==> src/rtl/core/fqrk_pkg.sv <==
// Package for the keyed FIFO queue: sizes, request codes and controller states.
// Depends on nothing; the interfaces and the top level import it.
`default_nettype none

package fqrk_pkg;

  // Storage sizes.
  localparam int CAPACITY = 16;
  localparam int ID_W     = 32;
  localparam int IDX_W    = $clog2(CAPACITY);
  localparam int CNT_W    = $clog2(CAPACITY + 1);

  // Field widths of the request and response items.
  localparam int REQ_W = 2;
  localparam int KEY_W = 32;

  // Request codes carried in req_type; the fourth code is ignored.
  typedef enum logic [REQ_W-1:0] {
    REQ_PUSH   = 2'd0,
    REQ_REMOVE = 2'd1,
    REQ_POP    = 2'd2
  } req_code_t;

  // Controller states.
  typedef enum logic [1:0] {
    ST_IDLE,
    ST_POP_WAIT,
    ST_SCAN,
    ST_FINISH
  } state_t;

  // Circular pointer step forwards.
  function automatic logic [IDX_W-1:0] ptr_inc(input logic [IDX_W-1:0] p);
    return (p == IDX_W'(CAPACITY - 1)) ? '0 : p + 1'b1;
  endfunction

  // Circular pointer step backwards.
  function automatic logic [IDX_W-1:0] ptr_dec(input logic [IDX_W-1:0] p);
    return (p == '0) ? IDX_W'(CAPACITY - 1) : p - 1'b1;
  endfunction

endpackage

`default_nettype wire

==> src/rtl/core/fqrk_if.sv <==
// Handshake interfaces for the request and response channels of the keyed queue.
// Depends on fqrk_pkg for the field widths.
`default_nettype none

interface fqrk_req_if;
  import fqrk_pkg::*;
  logic             valid;
  logic             ready;
  logic [REQ_W-1:0] req_type;
  logic [KEY_W-1:0] key_id;

  modport source (output valid, output req_type, output key_id, input ready);
  modport sink   (input valid, input req_type, input key_id, output ready);
endinterface

interface fqrk_rsp_if;
  import fqrk_pkg::*;
  logic             valid;
  logic             ready;
  logic             ok;
  logic [KEY_W-1:0] popped_id;
  logic [CNT_W-1:0] entry_count;

  modport source (output valid, output ok, output popped_id, output entry_count,
                  input ready);
  modport sink   (input valid, input ok, input popped_id, input entry_count,
                  output ready);
endinterface

`default_nettype wire

==> src/rtl/core/fqrk_ram.sv <==
// Generic single-write, single-read synchronous RAM with a registered read.
// Stand-alone; the contents are undefined until written.
`default_nettype none

module fqrk_ram #(
  parameter int WIDTH = 32,
  parameter int DEPTH = 16
) (
  input  wire logic                     clk,
  input  wire logic                     we,
  input  wire logic [$clog2(DEPTH)-1:0] waddr,
  input  wire logic [WIDTH-1:0]         wdata,
  input  wire logic                     re,
  input  wire logic [$clog2(DEPTH)-1:0] raddr,
  output      logic [WIDTH-1:0]         rdata
);

  logic [WIDTH-1:0] mem [DEPTH];

  // Write port.
  always_ff @(posedge clk) begin
    if (we) begin
      mem[waddr] <= wdata;
    end
  end

  // Read port with a registered read.
  always_ff @(posedge clk) begin
    if (re) begin
      rdata <= mem[raddr];
    end
  end

endmodule

`default_nettype wire

==> src/rtl/core/fifo_queue_with_remove_by_key.sv <==
// Top level of the keyed FIFO queue: controller, pointers and response register.
// Depends on fqrk_pkg, the interfaces in fqrk_if.sv and the RAM in fqrk_ram.sv.
`default_nettype none

// An ordered queue of up to CAPACITY identifiers held as a circular buffer in one
// RAM with a registered read. A push appends at the tail and a pop returns the head;
// a pop from a non-empty queue passes through a wait state while the head is read
// from the RAM. A remove walks the queue from the head, reading one entry a cycle;
// once the first matching entry is found, each later entry is written back one place
// nearer the head as it arrives, so the gap closes in the same pass. One request is
// handled at a time; a new one is taken as soon as the result of the last sits in
// the response register. Every request gives one result: a success flag, the
// popped identifier (zero unless a pop succeeded) and the entry count afterwards.
// There is no clearing pass after reset; only entries below the count are ever read.

module fifo_queue_with_remove_by_key
  import fqrk_pkg::*;
(
  input wire logic clk,
  input wire logic rst,
  fqrk_req_if.sink   req,
  fqrk_rsp_if.source rsp
);

  // Queue pointers and fill count.
  logic [IDX_W-1:0] head, head_next;
  logic [IDX_W-1:0] tail, tail_next;
  logic [CNT_W-1:0] count, count_next;

  // Controller state and removal scan registers.
  state_t           state, state_next;
  logic [KEY_W-1:0] key, key_next;
  logic [CNT_W-1:0] rd_idx, rd_idx_next;
  logic [IDX_W-1:0] rd_ptr, rd_ptr_next;
  logic             arr_valid, arr_valid_next;
  logic             arr_last, arr_last_next;
  logic [IDX_W-1:0] arr_ptr, arr_ptr_next;
  logic [IDX_W-1:0] prev_ptr, prev_ptr_next;
  logic             found, found_next;

  // Result waiting to move into the response register.
  logic             res_ok, res_ok_next;
  logic [KEY_W-1:0] res_popped, res_popped_next;

  // Response register.
  logic             out_valid;
  logic             out_ok;
  logic [KEY_W-1:0] out_popped;
  logic [CNT_W-1:0] out_count;
  logic             load_out;

  // RAM port signals.
  logic             mem_we;
  logic [IDX_W-1:0] mem_waddr;
  logic [ID_W-1:0]  mem_wdata;
  logic             mem_re;
  logic [IDX_W-1:0] mem_raddr;
  logic [ID_W-1:0]  mem_rdata;

  logic accept;
  logic issue;
  logic hit;

  fqrk_ram #(
    .WIDTH (ID_W),
    .DEPTH (CAPACITY)
  ) u_store (
    .clk   (clk),
    .we    (mem_we),
    .waddr (mem_waddr),
    .wdata (mem_wdata),
    .re    (mem_re),
    .raddr (mem_raddr),
    .rdata (mem_rdata)
  );

  assign req.ready = (state == ST_IDLE);
  assign accept    = req.valid && req.ready;

  // A removal read is issued while entries remain to be fetched.
  assign issue = (rd_idx < count);
  // The entry arriving from the RAM matches the key being removed.
  assign hit   = arr_valid && (mem_rdata == key);

  // State register and the registers that reset clears.
  always_ff @(posedge clk) begin
    if (rst) begin
      state     <= ST_IDLE;
      head      <= '0;
      tail      <= '0;
      count     <= '0;
      arr_valid <= 1'b0;
      found     <= 1'b0;
    end else begin
      state     <= state_next;
      head      <= head_next;
      tail      <= tail_next;
      count     <= count_next;
      arr_valid <= arr_valid_next;
      found     <= found_next;
    end
  end

  // Payload registers of the controller.
  always_ff @(posedge clk) begin
    key        <= key_next;
    rd_idx     <= rd_idx_next;
    rd_ptr     <= rd_ptr_next;
    arr_last   <= arr_last_next;
    arr_ptr    <= arr_ptr_next;
    prev_ptr   <= prev_ptr_next;
    res_ok     <= res_ok_next;
    res_popped <= res_popped_next;
  end

  // Next state, pointer updates and RAM accesses.
  always_comb begin
    state_next      = state;
    head_next       = head;
    tail_next       = tail;
    count_next      = count;
    key_next        = key;
    rd_idx_next     = rd_idx;
    rd_ptr_next     = rd_ptr;
    arr_valid_next  = 1'b0;
    arr_last_next   = arr_last;
    arr_ptr_next    = arr_ptr;
    prev_ptr_next   = prev_ptr;
    found_next      = found;
    res_ok_next     = res_ok;
    res_popped_next = res_popped;
    mem_we          = 1'b0;
    mem_waddr       = tail;
    mem_wdata       = req.key_id;
    mem_re          = 1'b0;
    mem_raddr       = head;
    load_out        = 1'b0;

    unique case (state)
      ST_IDLE: begin
        if (accept) begin
          res_ok_next     = 1'b0;
          res_popped_next = '0;
          key_next        = req.key_id;
          state_next      = ST_FINISH;
          case (req.req_type)
            REQ_PUSH: begin
              if (count != CNT_W'(CAPACITY)) begin
                mem_we      = 1'b1;
                tail_next   = ptr_inc(tail);
                count_next  = count + 1'b1;
                res_ok_next = 1'b1;
              end
            end
            REQ_REMOVE: begin
              if (count != '0) begin
                rd_idx_next = '0;
                rd_ptr_next = head;
                found_next  = 1'b0;
                state_next  = ST_SCAN;
              end
            end
            REQ_POP: begin
              if (count != '0) begin
                mem_re      = 1'b1;
                head_next   = ptr_inc(head);
                count_next  = count - 1'b1;
                res_ok_next = 1'b1;
                state_next  = ST_POP_WAIT;
              end
            end
            default: begin
            end
          endcase
        end
      end

      ST_POP_WAIT: begin
        res_popped_next = mem_rdata;
        state_next      = ST_FINISH;
      end

      ST_SCAN: begin
        // Fetch the next entry in queue order.
        mem_raddr = rd_ptr;
        if (issue) begin
          mem_re         = 1'b1;
          rd_idx_next    = rd_idx + 1'b1;
          rd_ptr_next    = ptr_inc(rd_ptr);
          arr_valid_next = 1'b1;
          arr_ptr_next   = rd_ptr;
          arr_last_next  = (rd_idx == count - 1'b1);
        end
        // Handle the entry that has just arrived: shift it down behind a match.
        if (arr_valid) begin
          prev_ptr_next = arr_ptr;
          if (found) begin
            mem_we    = 1'b1;
            mem_waddr = prev_ptr;
            mem_wdata = mem_rdata;
          end else if (hit) begin
            found_next = 1'b1;
          end
          if (arr_last) begin
            res_ok_next = found || hit;
            if (found || hit) begin
              tail_next  = ptr_dec(tail);
              count_next = count - 1'b1;
            end
            state_next = ST_FINISH;
          end
        end
      end

      ST_FINISH: begin
        if (!out_valid || rsp.ready) begin
          load_out   = 1'b1;
          state_next = ST_IDLE;
        end
      end

      default: begin
        state_next = ST_IDLE;
      end
    endcase
  end

  // Response register: filled from the pending result, emptied when taken.
  always_ff @(posedge clk) begin
    if (rst) begin
      out_valid <= 1'b0;
    end else if (load_out) begin
      out_valid <= 1'b1;
    end else if (rsp.ready) begin
      out_valid <= 1'b0;
    end
  end

  always_ff @(posedge clk) begin
    if (load_out) begin
      out_ok     <= res_ok;
      out_popped <= res_popped;
      out_count  <= count;
    end
  end

  assign rsp.valid       = out_valid;
  assign rsp.ok          = out_ok;
  assign rsp.popped_id   = out_popped;
  assign rsp.entry_count = out_count;

  // The fill count never exceeds the capacity.
  assert property (@(posedge clk) disable iff (rst)
    count <= CNT_W'(CAPACITY))
    else $error("entry count above capacity");

  // A read and a write never touch the same entry in one cycle.
  assert property (@(posedge clk) disable iff (rst)
    (mem_we && mem_re) |-> (mem_waddr != mem_raddr))
    else $error("read and write collide on one entry");

  // The RAM is written only by an accepted push or during a removal scan.
  assert property (@(posedge clk) disable iff (rst)
    mem_we |-> (accept || state == ST_SCAN))
    else $error("unexpected RAM write");

  // A pop from a non-empty queue lowers the count by one.
  assert property (@(posedge clk) disable iff (rst)
    (accept && req.req_type == REQ_POP && count != '0) |=>
      (count == $past(count) - 1'b1))
    else $error("pop did not lower the count");

  // Head and tail differ whenever the queue is neither empty nor full.
  assert property (@(posedge clk) disable iff (rst)
    (count != CNT_W'(CAPACITY) && count != '0) |-> (head != tail))
    else $error("pointers disagree with the count");

endmodule

`default_nettype wire
==> src/flat_wrapper.sv <==
// flat-port wrapper written by rule: the top's interface ports become plain ports
module fifo_queue_with_remove_by_key_flat import fqrk_pkg::*;
  (clk, rst, req_valid, req_req_type, req_key_id, req_ready, rsp_valid, rsp_ok, rsp_popped_id, rsp_entry_count, rsp_ready);
  fqrk_req_if req_i ();
  fqrk_rsp_if rsp_i ();
  input wire logic clk;
  input wire logic rst;
  input wire logic [$bits(req_i.valid)-1:0] req_valid;
  input wire logic [$bits(req_i.req_type)-1:0] req_req_type;
  input wire logic [$bits(req_i.key_id)-1:0] req_key_id;
  output wire logic [$bits(req_i.ready)-1:0] req_ready;
  output wire logic [$bits(rsp_i.valid)-1:0] rsp_valid;
  output wire logic [$bits(rsp_i.ok)-1:0] rsp_ok;
  output wire logic [$bits(rsp_i.popped_id)-1:0] rsp_popped_id;
  output wire logic [$bits(rsp_i.entry_count)-1:0] rsp_entry_count;
  input wire logic [$bits(rsp_i.ready)-1:0] rsp_ready;
  assign req_i.valid = req_valid;
  assign req_i.req_type = req_req_type;
  assign req_i.key_id = req_key_id;
  assign req_ready = req_i.ready;
  assign rsp_valid = rsp_i.valid;
  assign rsp_ok = rsp_i.ok;
  assign rsp_popped_id = rsp_i.popped_id;
  assign rsp_entry_count = rsp_i.entry_count;
  assign rsp_i.ready = rsp_ready;
  fifo_queue_with_remove_by_key u_core (.clk(clk), .rst(rst), .req(req_i), .rsp(rsp_i));
endmodule
==> config.mk <==
export PLATFORM = sky130hd
export DESIGN_NAME = fifo_queue_with_remove_by_key_flat
export DESIGN_NICKNAME = d
export VERILOG_FILES = /design/src/rtl/core/fqrk_pkg.sv /design/src/rtl/core/fqrk_if.sv /design/src/rtl/core/fqrk_ram.sv /design/src/rtl/core/fifo_queue_with_remove_by_key.sv /design/src/flat_wrapper.sv
export SDC_FILE = /design/constraint.sdc
export NUM_CORES = 1
export LEC_CHECK = 0
export ABC_AREA = 1
export ABC_CLOCK_PERIOD_IN_PS = 8100
export BUFFER_PORTS_ARGS = -buffer_cell sky130_fd_sc_hd__buf_4
export CELL_PAD_IN_SITES_DETAIL_PLACEMENT = 1
export CELL_PAD_IN_SITES_GLOBAL_PLACEMENT = 1
export CORE_MARGIN = 4
export CORE_UTILIZATION = 35
export CTS_CLUSTER_SIZE = 14
export DETAILED_ROUTE_END_ITERATION = 8
export HOLD_SLACK_MARGIN = 0.1
export PLACE_DENSITY_LB_ADDON = 0.1
export SLEW_MARGIN = 40
export SYNTH_ARGS = -nofsm -noshare
export SYNTH_HDL_FRONTEND = slang
export SYNTH_SLANG_ARGS = --single-unit
export TNS_END_PERCENT = 5
==> constraint.sdc <==
create_clock -name clk -period 8.1 [get_ports clk]
set_clock_uncertainty 0.15 [all_clocks]
set_input_delay 0.81 -clock clk [delete_from_list [all_inputs] [get_ports clk]]
set_output_delay 0.81 -clock clk [all_outputs]
set_load 0.05 [all_outputs]
==> results_dict.tcl <==
set metrics [dict create \
    worstPathMaxFanout 28 \
    ys_seq_area_frac 0.727 \
    dp_hpwl_um 42100 \
    nFillCells 8207 \
    layout-drive-gt1-share 0.124 \
    critPathSlowestCell "nor2_4" \
    worstMarginPinSlew_ps 838 \
    core_area_um2 79100 \
    syn-cell-area_um2 28000 \
    p_leak_uw 0.0109 \
    postRouteAntennaNets 0 \
    holdPathEnd "u_core.key[23]" \
    port_buffers 77 \
    yosysWarnings 0 \
    die_w_um 291 \
    reg2reg_depth 11 \
    relSlewSlack 0.441 \
    place_congestion 0.735 \
    nets 2269 \
    cts_tree "yes" \
    p_per_area_nw_per_um2 322 \
    drt_first_iter_violations 1241 \
    fin_crit_ps 4590 \
    cts-root-buf "clkbuf_16" \
    rrSetupSlack_ps 3510 \
    grt_use_total 0.187 \
    setup-tns-final_ps 0 \
    grt_pass1_wl_um 120000 \
    vias_per_cell 5.27 \
    dr.pass1.iters 5 \
    crit_family "simple AND/OR/NAND/NOR gates" \
    drv_slew 0 \
    min-delay-path-class "in -> reg" \
    pre_cts_ws_ps 3420 \
    grt_pass1_vias 18036 \
    crit_path_start_kind "flop" \
    clock-sinks 683 \
    rows 103 \
    cp-end-kind "flop" \
    rr_endpoint "u_core.u_store.mem[6][29]" \
    crit_top_cell "buf_4" \
    status "complete, no violations" \
    dieArea_um2 84500 \
    antenna_found_initial 0 \
    yosys.area.top_type "edfxtp_1" \
    clkLatencyLatePin_ps 610 \
    fin_crit_sh 0.566 \
    r2r-start "u_core.state[0]" \
    syn_avg_cell_area_um2 13.1 \
    ys_types 42 \
    path_clk_slew_ps 60 \
    via_count 17479 \
    cts-hold-fix-buffers 0 \
    crit_buf_inv 5 \
    cpPeakStageDelay_ps 700 \
    worst_ir_drop_vdd_uv 203 \
    cts-resized-gates 0 \
    hp-start "req_key_id[23]" \
    routedWlPerCell_um 24.3 \
    drv_cap 0 \
    worst_hold_slack_ps 236 \
    io_pins 78 \
    crit_chain "inv_1 > ha_1 > buf_4 > nand2_1 > inv_1 > nand2_2 > buf_4 > o21ai_0 > nand3_1 > nor2_4 > buf_4" \
    hold_path_depth 1 \
    rsz0062_at_grt "false" \
    chipHeight_um 291 \
    hold_viol 0 \
    post-route-util 0.408 \
    grt_start_max_net_pins 129 \
    n_antenna_cell 0 \
    crit_type "reg -> reg" \
    post-cts-setup-buffers 0 \
    synth_area_leaders "edfxtp_1 71%, o21ai_0 4.2%, a21oi_1 3.8%, nand2_1 3.3%, inv_1 2.4%" \
    syn_inst 2142 \
    h-tree-depth 3 \
    final.setup.worst_slack_ps 3510 \
    synth-seq-cells 683 \
    cts_max_path_buffers 3 \
    critPathArrivalTime_ps 4690 \
    overflow 0 \
    syn2layout_area_growth_pct 15.4 \
    syn-num-nets 2201 \
    cts_buffers 77 \
    synth.top_cell.area_share 0.714 \
    initial_utilization 0.353 \
    fmax_mhz 218 \
    wl_um 80600 \
    setup_viol 0 \
    drc 0 \
    required_ps 8210 \
]
## Yosys cell counts, drive strengths merged
cell and n:
o21ai 233, xnor2 15, nand3 23, ha 21
or3 1, o22ai 2, clkbuf 63, o31ai 2
mux2 12, nand4 6, xor2 13, nor4 1
a211oi 1, dfxtp 18, nor3b 1, edfxtp 665
nand2 250, a21oi 215, inv 181, o211a 1
o32ai 64, a221oi 2, o211ai 66, or2 2
buf 78, a31oi 4, nor2 137, nor3 1
o221ai 64
## cell type report
type,instances,area [um^2],area share
Inverter,181,684,0.0212
Tap cell,1050,1310,0.0407
Clock buffer,104,2110,0.0655
Multi-Input combinational cell,1137,6520,0.202
Clock inverter,32,210,0.00651
Timing Repair Buffer,130,1100,0.0342
Sequential cell,683,20300,0.630
## per-layer routing
layer  GRT usage  part of all wire  up-vias
met5           0                 0        -
met4      0.0464             0.018        0
met3      0.0245             0.035       95
met2       0.304              0.47      297
met1       0.268              0.47     9014
li1            -                 -     8073
## sequential cells by signal (all words and copies together), names as in the netlist, 2 cells and up
register	cells
u_core.head	4
u_core.state	2
u_core.u_store.mem	512
u_core.rd_idx	5
u_core.u_store.rdata	32
u_core.rsp.entry_count	5
u_core.key	32
u_core.rsp.popped_id	32
u_core.rd_ptr	4
u_core.arr_ptr	4
u_core.prev_ptr	4
u_core.res_popped	32
u_core.count	5
u_core.tail	4
## cell families after synthesis
group                      share of synthesized area
xor gates and xnor gates                     0.00877
buffers and inverters                         0.0482
AOI/OAI and AO/OA                              0.142
DFF                                            0.727
adders and majority gates                    0.00939
muxes                                        0.00483
and+or+nand+nor                               0.0602
## layout by cell type (no fill, tap or decap), drive strengths merged
master	Yosys	final
or2	2	2
nor4	1	1
nand3	23	23
nand4	6	6
o32ai	64	64
o21ai	233	233
ha	21	21
a221oi	2	2
o211ai	66	66
bufinv	0	2
buf	78	130
o211a	1	1
o22ai	2	2
inv	181	182
o31ai	2	2
a31oi	4	4
dfxtp	18	18
nand2	250	250
xnor2	15	15
nor2	137	137
a211oi	1	1
nor3b	1	1
nor3	1	1
o221ai	64	64
xor2	13	13
mux2	12	12
clkbuf	63	104
or3	1	1
clkinv	0	29
a21oi	215	215
edfxtp	665	665
## how the worst max path moves through the flow
stage | start | to | slack (ps) | depth (start not counted)
2_1_floorplan | u_core.state[0] | u_core.u_store.mem[0][0] | 4460 | 7
3_3_place_gp | u_core.state[0] | u_core.u_store.rdata[14] | 3290 | 12
3_5_place_dp | u_core.state[0] | u_core.u_store.mem[10][6] | 3420 | 11
4_1_cts | u_core.state[0] | u_core.u_store.mem[10][11] | 3390 | 11
5_1_grt | u_core.state[0] | u_core.u_store.mem[10][12] | 3180 | 11
6_report | u_core.state[0] | u_core.u_store.mem[6][29] | 3510 | 11
## per-stage QoR
stage	area (um^2)	total power, uW	instances
floorplan	28000	6330	2142
global placement	29800	7130	3176
detailed placement	29900	7220	3179
CTS	32200	10500	3315
global route	32300	11000	3317
finish	32300	10400	3317
## where the power goes
part	internal [uW]	switching (uW)	leakage, uW
combinational	772	1820	0.00361
sequential	4330	192	0.00619
clock	1890	1380	0.00113
Note: power is estimated with default switching activity, not from simulation.
